[config.mk]
export PLATFORM = sky130hd
export DESIGN_NAME = rect_overlap_select_table
export DESIGN_NICKNAME = d
export VERILOG_FILES = /design/src/hw/rtl/rost_pkg.sv /design/src/hw/rtl/rost_ram.sv /design/src/hw/rtl/rost_csr.sv /design/src/hw/rtl/rost_datapath.sv /design/src/hw/rtl/rost_ctrl.sv /design/src/hw/rtl/rect_overlap_select_table.sv
export SDC_FILE = /design/constraint.sdc
export NUM_CORES = 2
export LEC_CHECK = 0
export BUFFER_PORTS_ARGS = -buffer_cell sky130_fd_sc_hd__buf_2
export CAP_MARGIN = 20
export CORE_MARGIN = 2
export CORE_UTILIZATION = 45
export DETAILED_ROUTE_END_ITERATION = 6
export PLACE_DENSITY = 0.72
export REMOVE_ABC_BUFFERS = 1
export SYNTH_ARGS = -nofsm -noshare
export SYNTH_HDL_FRONTEND = slang
export SYNTH_HIERARCHICAL = 1
export SYNTH_SLANG_ARGS = --single-unit
[constraint.sdc]
create_clock -name clock -period 22.1 [get_ports clock]
set_clock_uncertainty 0.1 [all_clocks]
set_input_delay 4.42 -clock clock [delete_from_list [all_inputs] [get_ports clock]]
set_output_delay 4.42 -clock clock [all_outputs]
set_load 0.02 [all_outputs]
[src/hw/rtl/rost_pkg.sv]
// Shared constants, codes and word types of the rectangle overlap select table.
package rost_pkg;

   localparam int CAPACITY      = 32;
   localparam int COORD_BITS    = 16;
   localparam int KEY_BITS      = 32;
   localparam int STATUS_BITS   = 3;
   localparam int IDX_BITS      = (CAPACITY > 1) ? $clog2(CAPACITY) : 1;
   localparam int CNT_BITS      = $clog2(CAPACITY + 1);
   localparam int CSR_ADDR_BITS = 3;
   localparam int CSR_DATA_BITS = 32;

   localparam logic [1:0] OP_INSERT = 2'd0;
   localparam logic [1:0] OP_REMOVE = 2'd1;
   localparam logic [1:0] OP_SELECT = 2'd2;

   localparam logic [STATUS_BITS-1:0] ST_OK       = 3'd0;
   localparam logic [STATUS_BITS-1:0] ST_FULL     = 3'd1;
   localparam logic [STATUS_BITS-1:0] ST_NOTFOUND = 3'd2;
   localparam logic [STATUS_BITS-1:0] ST_NULL     = 3'd3;
   localparam logic [STATUS_BITS-1:0] ST_NOCTRL   = 3'd4;

   localparam logic [1:0] AXIS_X = 2'd1;
   localparam logic [1:0] AXIS_Y = 2'd2;

   localparam logic REG_AXIS_MODE     = 1'b0;
   localparam logic REG_CTRL_ATTACHED = 1'b1;

   typedef struct packed {
      logic [1:0]                   req_type;
      logic [KEY_BITS-1:0]          item_key;
      logic signed [COORD_BITS-1:0] corner_a_x;
      logic signed [COORD_BITS-1:0] corner_a_y;
      logic signed [COORD_BITS-1:0] corner_b_x;
      logic signed [COORD_BITS-1:0] corner_b_y;
   } req_word_type;

   typedef struct packed {
      logic [KEY_BITS-1:0]    match_key;
      logic                   matched;
      logic                   last_result;
      logic [STATUS_BITS-1:0] status;
   } rsp_word_type;

   typedef struct packed {
      logic [KEY_BITS-1:0]          key;
      logic signed [COORD_BITS-1:0] left;
      logic signed [COORD_BITS-1:0] right;
      logic signed [COORD_BITS-1:0] top;
      logic signed [COORD_BITS-1:0] bottom;
   } entry_type;

   localparam int ENTRY_BITS = $bits(entry_type);

   typedef enum logic [1:0] {
      WR_NONE,
      WR_NEW_LAST,
      WR_NEW_COUNT,
      WR_COPY
   } wr_kind_type;

   typedef struct packed {
      logic                   load;
      logic                   rd_scan;
      logic                   rd_last;
      wr_kind_type            wr_kind;
      logic                   cnt_inc;
      logic                   cnt_dec;
      logic                   emit;
      logic [STATUS_BITS-1:0] emit_status;
      logic                   sel_end;
   } dp_cmd_type;

   typedef struct packed {
      logic [1:0] op;
      logic       key_null;
      logic       live;
      logic       count_zero;
      logic       full;
      logic       found;
      logic       slot_is_last;
      logic       scan_last;
   } dp_stat_type;

endpackage

[src/hw/rtl/rost_ram.sv]
// Generic single-write, single-read RAM with registered read data.
module rost_ram #(
   parameter int WIDTH = 8,
   parameter int DEPTH = 32
) (
   input  logic                                    clock,
   input  logic                                    wr_en,
   input  logic [((DEPTH > 1) ? $clog2(DEPTH) : 1)-1:0] wr_addr,
   input  logic [WIDTH-1:0]                        wr_data,
   input  logic                                    rd_en,
   input  logic [((DEPTH > 1) ? $clog2(DEPTH) : 1)-1:0] rd_addr,
   output logic [WIDTH-1:0]                        rd_data
);

   logic [WIDTH-1:0] mem_ff [DEPTH];
   logic [WIDTH-1:0] rd_data_ff;

   always_ff @(posedge clock) begin
      if (wr_en) begin
         mem_ff[wr_addr] <= wr_data;
      end
      if (rd_en) begin
         rd_data_ff <= mem_ff[rd_addr];
      end
   end

   assign rd_data = rd_data_ff;

endmodule

[src/hw/rtl/rost_csr.sv]
// Configuration registers behind the APB-style port.
module rost_csr (
   input  logic                               clock,
   input  logic                               reset,
   input  logic                               psel,
   input  logic                               penable,
   input  logic                               pwrite,
   input  logic [rost_pkg::CSR_ADDR_BITS-1:0] paddr,
   input  logic [rost_pkg::CSR_DATA_BITS-1:0] pwdata,
   output logic [rost_pkg::CSR_DATA_BITS-1:0] prdata,
   output logic                               pready,
   output logic [1:0]                         axis_mode,
   output logic                               ctrl_attached
);
   import rost_pkg::*;

   logic [1:0] axis_mode_ff, axis_mode_in;
   logic       ctrl_attached_ff, ctrl_attached_in;
   logic       wr_hit;
   logic       reg_index;

   assign reg_index = paddr[2];
   assign wr_hit    = psel & penable & pwrite;

   always_comb begin
      axis_mode_in     = axis_mode_ff;
      ctrl_attached_in = ctrl_attached_ff;
      if (wr_hit) begin
         unique case (reg_index)
            REG_AXIS_MODE:     axis_mode_in     = pwdata[1:0];
            REG_CTRL_ATTACHED: ctrl_attached_in = pwdata[0];
            default:           axis_mode_in     = axis_mode_ff;
         endcase
      end
   end

   always_ff @(posedge clock) begin
      if (reset) begin
         axis_mode_ff     <= '0;
         ctrl_attached_ff <= 1'b0;
      end else begin
         axis_mode_ff     <= axis_mode_in;
         ctrl_attached_ff <= ctrl_attached_in;
      end
   end

   always_comb begin
      prdata = '0;
      unique case (reg_index)
         REG_AXIS_MODE:     prdata[1:0] = axis_mode_ff;
         REG_CTRL_ATTACHED: prdata[0]   = ctrl_attached_ff;
         default:           prdata      = '0;
      endcase
   end

   assign pready        = 1'b1;
   assign axis_mode     = axis_mode_ff;
   assign ctrl_attached = ctrl_attached_ff;

endmodule

[src/hw/rtl/rost_datapath.sv]
// Datapath: request registers, entry memory, scan address, overlap test and result register.
module rost_datapath (
   input  logic                   clock,
   input  logic                   reset,
   input  rost_pkg::req_word_type req_word,
   input  logic [1:0]             axis_mode,
   input  rost_pkg::dp_cmd_type   cmd,
   output rost_pkg::dp_stat_type  stat,
   output logic                   rsp_strobe,
   output rost_pkg::rsp_word_type rsp_word
);
   import rost_pkg::*;

   logic [1:0]                   op_ff, op_in;
   logic [KEY_BITS-1:0]          key_ff, key_in;
   logic signed [COORD_BITS-1:0] ql_ff, ql_in, qr_ff, qr_in;
   logic signed [COORD_BITS-1:0] qt_ff, qt_in, qb_ff, qb_in;
   logic [CNT_BITS-1:0]          count_ff, count_in, count_m1;
   logic [IDX_BITS-1:0]          addr_ff, addr_in;
   logic                         rd_scan_ff, rd_scan_in;
   logic [IDX_BITS-1:0]          rd_idx_ff, rd_idx_in;
   logic                         found_ff, found_in;
   logic [IDX_BITS-1:0]          slot_ff, slot_in;
   logic                         pend_ff, pend_in;
   logic [KEY_BITS-1:0]          pend_key_ff, pend_key_in;
   logic                         rsp_valid_ff, rsp_valid_in;
   rsp_word_type                 rsp_word_ff, rsp_word_in;

   logic                  wr_en, rd_en;
   logic [IDX_BITS-1:0]   wr_addr, rd_addr;
   logic [ENTRY_BITS-1:0] wr_data, rd_data;
   entry_type             rd_entry, new_entry;
   logic                  x_hit, y_hit, area_ok, hit, live;

   assign count_m1  = count_ff - CNT_BITS'(1);
   assign rd_entry  = entry_type'(rd_data);
   assign new_entry = '{key: key_ff, left: ql_ff, right: qr_ff, top: qt_ff, bottom: qb_ff};

   // Strict overlap of a stored rectangle with the query.
   assign x_hit   = (rd_entry.left < qr_ff) && (rd_entry.right > ql_ff);
   assign y_hit   = (rd_entry.top < qb_ff) && (rd_entry.bottom > qt_ff);
   assign area_ok = (rd_entry.right > rd_entry.left) && (rd_entry.bottom > rd_entry.top);

   always_comb begin
      if (axis_mode == AXIS_X) begin
         hit  = x_hit;
         live = ql_ff < qr_ff;
      end else if (axis_mode == AXIS_Y) begin
         hit  = y_hit;
         live = qt_ff < qb_ff;
      end else begin
         hit  = area_ok & x_hit & y_hit;
         live = (ql_ff < qr_ff) && (qt_ff < qb_ff);
      end
   end

   assign stat.op           = op_ff;
   assign stat.key_null     = (key_ff == '0);
   assign stat.live         = live;
   assign stat.count_zero   = (count_ff == '0);
   assign stat.full         = (count_ff == CNT_BITS'(CAPACITY));
   assign stat.found        = found_ff;
   assign stat.slot_is_last = ((CNT_BITS'(slot_ff) + CNT_BITS'(1)) == count_ff);
   assign stat.scan_last    = ((CNT_BITS'(addr_ff) + CNT_BITS'(1)) == count_ff);

   always_comb begin
      wr_en   = 1'b0;
      wr_addr = slot_ff;
      wr_data = new_entry;
      unique case (cmd.wr_kind)
         WR_NONE: begin
            wr_en = 1'b0;
         end
         WR_NEW_LAST: begin
            wr_en   = 1'b1;
            wr_addr = count_m1[IDX_BITS-1:0];
         end
         WR_NEW_COUNT: begin
            wr_en   = 1'b1;
            wr_addr = count_ff[IDX_BITS-1:0];
         end
         WR_COPY: begin
            wr_en   = 1'b1;
            wr_data = rd_data;
         end
         default: begin
            wr_en = 1'b0;
         end
      endcase
   end

   assign rd_en   = cmd.rd_scan | cmd.rd_last;
   assign rd_addr = cmd.rd_last ? count_m1[IDX_BITS-1:0] : addr_ff;

   rost_ram #(
      .WIDTH (ENTRY_BITS),
      .DEPTH (CAPACITY)
   ) u_entry_ram (
      .clock   (clock),
      .wr_en   (wr_en),
      .wr_addr (wr_addr),
      .wr_data (wr_data),
      .rd_en   (rd_en),
      .rd_addr (rd_addr),
      .rd_data (rd_data)
   );

   always_comb begin
      op_in        = op_ff;
      key_in       = key_ff;
      ql_in        = ql_ff;
      qr_in        = qr_ff;
      qt_in        = qt_ff;
      qb_in        = qb_ff;
      count_in     = count_ff;
      addr_in      = addr_ff;
      rd_scan_in   = cmd.rd_scan;
      rd_idx_in    = addr_ff;
      found_in     = found_ff;
      slot_in      = slot_ff;
      pend_in      = pend_ff;
      pend_key_in  = pend_key_ff;
      rsp_valid_in = 1'b0;
      rsp_word_in  = rsp_word_ff;

      if (cmd.load) begin
         op_in    = req_word.req_type;
         key_in   = req_word.item_key;
         ql_in    = (req_word.corner_a_x < req_word.corner_b_x) ?
                    req_word.corner_a_x : req_word.corner_b_x;
         qr_in    = (req_word.corner_a_x < req_word.corner_b_x) ?
                    req_word.corner_b_x : req_word.corner_a_x;
         qt_in    = (req_word.corner_a_y < req_word.corner_b_y) ?
                    req_word.corner_a_y : req_word.corner_b_y;
         qb_in    = (req_word.corner_a_y < req_word.corner_b_y) ?
                    req_word.corner_b_y : req_word.corner_a_y;
         addr_in  = '0;
         found_in = 1'b0;
         pend_in  = 1'b0;
      end

      if (cmd.rd_scan) begin
         addr_in = addr_ff + IDX_BITS'(1);
      end

      // A match is held back until the next match or the end of the scan so that the final one can be flagged as last.
      if (rd_scan_ff) begin
         if (op_ff == OP_SELECT) begin
            if (hit) begin
               if (pend_ff) begin
                  rsp_valid_in            = 1'b1;
                  rsp_word_in.match_key   = pend_key_ff;
                  rsp_word_in.matched     = 1'b1;
                  rsp_word_in.last_result = 1'b0;
                  rsp_word_in.status      = ST_OK;
               end
               pend_in     = 1'b1;
               pend_key_in = rd_entry.key;
            end
         end else if (rd_entry.key == key_ff) begin
            found_in = 1'b1;
            slot_in  = rd_idx_ff;
         end
      end

      if (cmd.sel_end) begin
         rsp_valid_in            = 1'b1;
         rsp_word_in.match_key   = pend_ff ? pend_key_ff : '0;
         rsp_word_in.matched     = pend_ff;
         rsp_word_in.last_result = 1'b1;
         rsp_word_in.status      = ST_OK;
         pend_in                 = 1'b0;
      end

      if (cmd.emit) begin
         rsp_valid_in            = 1'b1;
         rsp_word_in.match_key   = '0;
         rsp_word_in.matched     = 1'b0;
         rsp_word_in.last_result = 1'b1;
         rsp_word_in.status      = cmd.emit_status;
      end

      if (cmd.cnt_inc) begin
         count_in = count_ff + CNT_BITS'(1);
      end else if (cmd.cnt_dec) begin
         count_in = count_m1;
      end
   end

   always_ff @(posedge clock) begin
      if (reset) begin
         count_ff     <= '0;
         rd_scan_ff   <= 1'b0;
         found_ff     <= 1'b0;
         pend_ff      <= 1'b0;
         rsp_valid_ff <= 1'b0;
      end else begin
         count_ff     <= count_in;
         rd_scan_ff   <= rd_scan_in;
         found_ff     <= found_in;
         pend_ff      <= pend_in;
         rsp_valid_ff <= rsp_valid_in;
      end
   end

   always_ff @(posedge clock) begin
      op_ff       <= op_in;
      key_ff      <= key_in;
      ql_ff       <= ql_in;
      qr_ff       <= qr_in;
      qt_ff       <= qt_in;
      qb_ff       <= qb_in;
      addr_ff     <= addr_in;
      rd_idx_ff   <= rd_idx_in;
      slot_ff     <= slot_in;
      pend_key_ff <= pend_key_in;
      rsp_word_ff <= rsp_word_in;
   end

   assign rsp_strobe = rsp_valid_ff;
   assign rsp_word   = rsp_word_ff;

endmodule

[src/hw/rtl/rost_ctrl.sv]
// Controller state machine that sequences lookups, scans, slot moves and results.
module rost_ctrl (
   input  logic                  clock,
   input  logic                  reset,
   input  logic                  start,
   input  logic                  ctrl_attached,
   input  rost_pkg::dp_stat_type stat,
   output rost_pkg::dp_cmd_type  cmd,
   output logic                  busy
);
   import rost_pkg::*;

   typedef enum logic [2:0] {
      S_IDLE,
      S_CHECK,
      S_SCAN,
      S_DRAIN,
      S_DECIDE,
      S_COPY,
      S_WRNEW
   } state_type;

   state_type state_ff, state_in;
   logic      busy_ff, busy_in;
   logic      is_update;

   assign is_update = (stat.op == OP_INSERT) || (stat.op == OP_REMOVE);

   always_comb begin
      cmd      = '0;
      state_in = state_ff;
      unique case (state_ff)
         S_IDLE: begin
            if (start) begin
               cmd.load = 1'b1;
               state_in = S_CHECK;
            end
         end
         S_CHECK: begin
            priority if (is_update && stat.key_null) begin
               cmd.emit        = 1'b1;
               cmd.emit_status = ST_NULL;
               state_in        = S_IDLE;
            end else if (stat.op == OP_SELECT && !ctrl_attached) begin
               cmd.emit        = 1'b1;
               cmd.emit_status = ST_NOCTRL;
               state_in        = S_IDLE;
            end else if (stat.op == OP_SELECT && (!stat.live || stat.count_zero)) begin
               cmd.sel_end = 1'b1;
               state_in    = S_IDLE;
            end else if (!is_update && stat.op != OP_SELECT) begin
               cmd.emit        = 1'b1;
               cmd.emit_status = ST_OK;
               state_in        = S_IDLE;
            end else if (stat.count_zero) begin
               state_in = S_DECIDE;
            end else begin
               state_in = S_SCAN;
            end
         end
         S_SCAN: begin
            cmd.rd_scan = 1'b1;
            if (stat.scan_last) begin
               state_in = S_DRAIN;
            end
         end
         S_DRAIN: begin
            state_in = S_DECIDE;
         end
         S_DECIDE: begin
            priority if (stat.op == OP_SELECT) begin
               cmd.sel_end = 1'b1;
               state_in    = S_IDLE;
            end else if (!stat.found) begin
               cmd.emit = 1'b1;
               state_in = S_IDLE;
               priority if (stat.op == OP_REMOVE) begin
                  cmd.emit_status = ST_NOTFOUND;
               end else if (stat.full) begin
                  cmd.emit_status = ST_FULL;
               end else begin
                  cmd.emit_status = ST_OK;
                  cmd.wr_kind     = WR_NEW_COUNT;
                  cmd.cnt_inc     = 1'b1;
               end
            end else if (stat.slot_is_last) begin
               cmd.emit        = 1'b1;
               cmd.emit_status = ST_OK;
               state_in        = S_IDLE;
               if (stat.op == OP_REMOVE) begin
                  cmd.cnt_dec = 1'b1;
               end else begin
                  cmd.wr_kind = WR_NEW_LAST;
               end
            end else begin
               cmd.rd_last = 1'b1;
               state_in    = S_COPY;
            end
         end
         S_COPY: begin
            cmd.wr_kind = WR_COPY;
            if (stat.op == OP_REMOVE) begin
               cmd.cnt_dec     = 1'b1;
               cmd.emit        = 1'b1;
               cmd.emit_status = ST_OK;
               state_in        = S_IDLE;
            end else begin
               state_in = S_WRNEW;
            end
         end
         S_WRNEW: begin
            cmd.wr_kind     = WR_NEW_LAST;
            cmd.emit        = 1'b1;
            cmd.emit_status = ST_OK;
            state_in        = S_IDLE;
         end
         default: begin
            state_in = S_IDLE;
         end
      endcase
   end

   assign busy_in = (state_in != S_IDLE);

   always_ff @(posedge clock) begin
      if (reset) begin
         state_ff <= S_IDLE;
         busy_ff  <= 1'b0;
      end else begin
         state_ff <= state_in;
         busy_ff  <= busy_in;
      end
   end

   assign busy = busy_ff;

endmodule

[src/hw/rtl/rect_overlap_select_table.sv]
// Top level of the rectangle overlap select table.
// A request word is taken when start is high and busy is low; busy then stays high until
// the request is finished. Insert, remove and select walk the stored entries through the
// single read port of the entry memory, one entry per cycle. A refused request, an unused
// request type or a select that cannot match anything ends without a scan, as does an
// insert or remove into an empty table; a remove or an update of an entry that is not in
// the last slot also moves the last entry into that slot. The final result word is on the
// ports in the same cycle in which busy falls, and the next request word can be taken in
// that same cycle. Results appear on rsp_word, each marked by rsp_strobe for a single cycle,
// and cannot be held off; a select gives one word per matching entry in slot order, the last
// one flagged, or a single empty word when nothing matches.
module rect_overlap_select_table (
   input  logic                               clock,
   input  logic                               reset,
   input  logic                               start,
   output logic                               busy,
   input  rost_pkg::req_word_type             req_word,
   output logic                               rsp_strobe,
   output rost_pkg::rsp_word_type             rsp_word,
   input  logic                               psel,
   input  logic                               penable,
   input  logic                               pwrite,
   input  logic [rost_pkg::CSR_ADDR_BITS-1:0] paddr,
   input  logic [rost_pkg::CSR_DATA_BITS-1:0] pwdata,
   output logic [rost_pkg::CSR_DATA_BITS-1:0] prdata,
   output logic                               pready
);
   import rost_pkg::*;

   logic [1:0]  axis_mode;
   logic        ctrl_attached;
   dp_cmd_type  cmd;
   dp_stat_type stat;

   rost_csr u_csr (
      .clock         (clock),
      .reset         (reset),
      .psel          (psel),
      .penable       (penable),
      .pwrite        (pwrite),
      .paddr         (paddr),
      .pwdata        (pwdata),
      .prdata        (prdata),
      .pready        (pready),
      .axis_mode     (axis_mode),
      .ctrl_attached (ctrl_attached)
   );

   rost_ctrl u_ctrl (
      .clock         (clock),
      .reset         (reset),
      .start         (start),
      .ctrl_attached (ctrl_attached),
      .stat          (stat),
      .cmd           (cmd),
      .busy          (busy)
   );

   rost_datapath u_datapath (
      .clock      (clock),
      .reset      (reset),
      .req_word   (req_word),
      .axis_mode  (axis_mode),
      .cmd        (cmd),
      .stat       (stat),
      .rsp_strobe (rsp_strobe),
      .rsp_word   (rsp_word)
   );

endmodule
==> results.cfg <==
[critical_path]
worstPathMaxFanout = 4
worstPathArrival_ns = 5.01
cp-end-kind = output port
crit_path_top_delay_cell = mux2_2
cpMostUsedCell = buf_2
crit_type = primary input to output port
crit_chain = buf_2 > mux2_2 > buf_2
cp-start-kind = primary input
critPathMaxStageDelay_ns = 0.32
reg2reg_depth = 20
cp.required_ns = 17.58

[drt]
final_antenna_net_count = 0
via_per_inst = 6.210
wl_per_cell_um = 31.48
wl_mm = 362.6
drc_errors = 1
first_iter_violations = 10846
drtPass1Iterations = 7
num_vias = 71534

[run_status]
outcome = finished with violations
violations = DRC

[clock_network]
cts_inserted_buffers = 325
cts-root-buf = clkbuf_16
clockBufferDepth = 4
insertion_delay_ns = 0.89
post_cts_buffers = 0
cts_resized = 0
cts_hold_buf = 0
htreeDepth = 5
tritoncts = yes
cts_sinks = 3367
path_clk_slew_ns = 0.06

[die]
start_util_pct = 45.27
die_area_um2 = 300500
die_x_um = 548.2
design.core.area_um2 = 294300
fp-row-count = 199
io_pins = 211
die_h_um = 548.2

[finish]
final_core_util_pct = 50.85
fillerInstances = 22907
drive_above_1_share_pct = 18.76
areaGrowthSynthToFinish_pct = 12.32
final_nets = 7628

[timing]
drv_slew = 0
rsz0062_at_grt = false
tightestPinTransition_ns = 1.388
fmax_mhz = 104.9
final-setup-viol-count = 0
hold_viol_final = 0
finalCritPeriodShare_pct = 43.14
hold_slack_ns = 0.3026
period_needed_ns = 9.534
slew_headroom_pct = 7.471

[synth]
synth-edff-count = 3311
synth_compound_area_share_pct = 4.860
synth_cell_type_count = 88
synth_area_um2 = 133200
synth.area.top_cells = edfxtp_1 (75%), mux4_2 (6.5%), mux2i_1 (5.8%)
synth_mux_area_share_pct = 13.18
seq_area_frac_synth_pct = 75.46
yosysMostFrequentCell = edfxtp_1
synth_fa_ha_area_share_pct = 1.521
yosysWarnings = 6
synth_top_family_by_area = multiplexers
synth_ff_type = edfxtp_1
yosysTopAreaCell = edfxtp_1
synthSimpleGateAreaFrac_pct = 2.636
synth_common_cells = edfxtp_1 (3311), mux2i_1 (773), a22oi_1 (515), mux4_2 (384), nand3_1 (210)
syn_inst = 6994
synth_top_cell_area_share_pct = 74.62
synth_area_per_cell_um2 = 19.05
synthArstFlopShare_pct = 0
ys_ff_latch = 3367
synth_xor_area_share_pct = 0.3484

[hold_path]
min_path_cells = 0
hold_class = flop to flop

[power]
clkPwrFrac_pct = 40.2
switching_share_pct = 22.08
pwr-share-seq_pct = 53.8
p_leak_nw = 49.12
p_int_mw = 10.33
combPwrFrac_pct = 6.0
total_power_mw = 13.25
p_sw_mw = 2.926
power_per_cell_area_nw_per_um2 = 88.56
ir_drop_mv = 0.07001

[global_routing]
grt_max_degree = 123
antenna_found_initial = 24
grt_pass1_vias = 70497
grt_use_total_pct = 23.69
overflow = 0
grt_pass1_wl_mm = 510.9

[placement]
hpwlAfterDp_mm = 193.7
port_buffers = 147
gp_congestion = 0.8842

[job]
drv_cap = 0
[cell type report]
type | count | area, um2 | share of cell area, %
flip-flops and latches | 3367 | 100500 | 67.18
well taps | 3919 | 4903 | 3.276
repair buffers | 372 | 2754 | 1.840
clock inverters | 193 | 1593 | 1.064
diodes | 24 | 60.06 | 0.04013
inverters | 172 | 645.6 | 0.4314
multi-input cells | 3089 | 30740 | 20.54
clock buffers | 383 | 8414 | 5.622
[power by group through the flow]
stage | clock (mW) | sequential (mW) | combinational, mW
floorplan | 0 | 7.27 | 1.10
global placement | 0 | 7.27 | 0.744
finish | 5.32 | 7.13 | 0.798
detailed placement | 0 | 7.27 | 0.770
global route | 5.61 | 7.13 | 0.845
CTS | 5.35 | 7.14 | 0.774
[layout by cell type (no fill, tap or decap), types with 39 or more instances in the layout]
cell       instances
a21o_1            41
a21oi_1           62
a22o_1            51
a22oi_1          515
a31oi_1           60
buf_2            147
buf_4            191
clkbuf_1          55
clkbuf_16        328
clkinv_1          79
clkinv_2          62
dfxtp_1           56
edfxtp_1        3311
ha_1             161
inv_1            172
mux2_2           103
mux2i_1          773
mux4_2           384
nand2_1          139
nand3_1          210
nand4_1           70
nor2_1            50
nor2_4            39
o21ai_1           39
[stage by stage]
step | std cells | cell area [um2] | worst slack [ns] | TNS [ns]
2_1_floorplan | 6628 | 131300 | -46.85 | -3960.36
4_1_cts | 11471 | 149200 | 12.57 | 0
3_3_place_gp | 10891 | 139100 | 12.57 | 0
5_1_grt | 11516 | 149600 | 12.54 | 0
3_5_place_dp | 10895 | 139200 | 12.56 | 0
6_report | 11519 | 149700 | 12.57 | 0
[registers in the layout, summed over array words and instances (netlist names)]
register	flops
u_csr/axis_mode	2
u_csr/ctrl_attached	1
u_ctrl/busy	1
u_ctrl/state_ff	3
u_datapath/addr_ff	5
u_datapath/count_ff	6
u_datapath/found_ff	1
u_datapath/key_ff	32
u_datapath/op_ff	2
u_datapath/pend_ff	1
u_datapath/pend_key_ff	32
u_datapath/qb_ff	16
u_datapath/ql_ff	16
u_datapath/qr_ff	16
u_datapath/qt_ff	16
u_datapath/rd_idx_ff	5
u_datapath/rd_scan_ff	1
u_datapath/rsp_strobe	1
u_datapath/rsp_word	37
u_datapath/slot_ff	5
u_datapath/u_entry_ram/mem_ff	3072
u_datapath/u_entry_ram/rd_data	96
[cells by family after synthesis]
kind of cell,Yosys count
DFF,3367
muxes,1261
adders and majority gates,162
and+or+nand+nor,676
xor gates and xnor gates,53
other,2
buffers and inverters,567
AOI/OAI and AO/OA,906
[worst paths after layout]
| check | startpoint | endpoint | slack [ns] |
|---|---|---|---|
| worst max-delay path | paddr[2] | prdata[0] | 12.57 |
| worst min-delay path | u_datapath/rd_idx_ff[4]$_DFF_P_ | u_datapath/slot_ff[4]$_DFFE_PP_ | 0.30 |
| worst max register to register | u_datapath/slot_ff[0]$_DFFE_PP_ | u_datapath/u_entry_ram/rd_data[53]$_DFFE_PP_ | 13.67 |
| worst min register to register | u_datapath/rd_idx_ff[4]$_DFF_P_ | u_datapath/slot_ff[4]$_DFFE_PP_ | 0.30 |
[worst max-delay path: cells and delay by family]
family | cells | cell delay [ns]
buffers and inverters | 2 | 0.27
multiplexers | 1 | 0.32
[routing by layer]
| layer | routed length, um | track usage (%) | vias to the layer above |
|---|---|---|---|
| met5 | 9 | 0 | - |
| met4 | 14750 | 9.564 | 2 |
| met3 | 40580 | 4.359 | 692 |
| met2 | 171800 | 37.61 | 4693 |
| met1 | 135400 | 32.49 | 36990 |
| li1 | - | - | 29157 |
No activity file was read; power rests on OpenSTA's default activity.
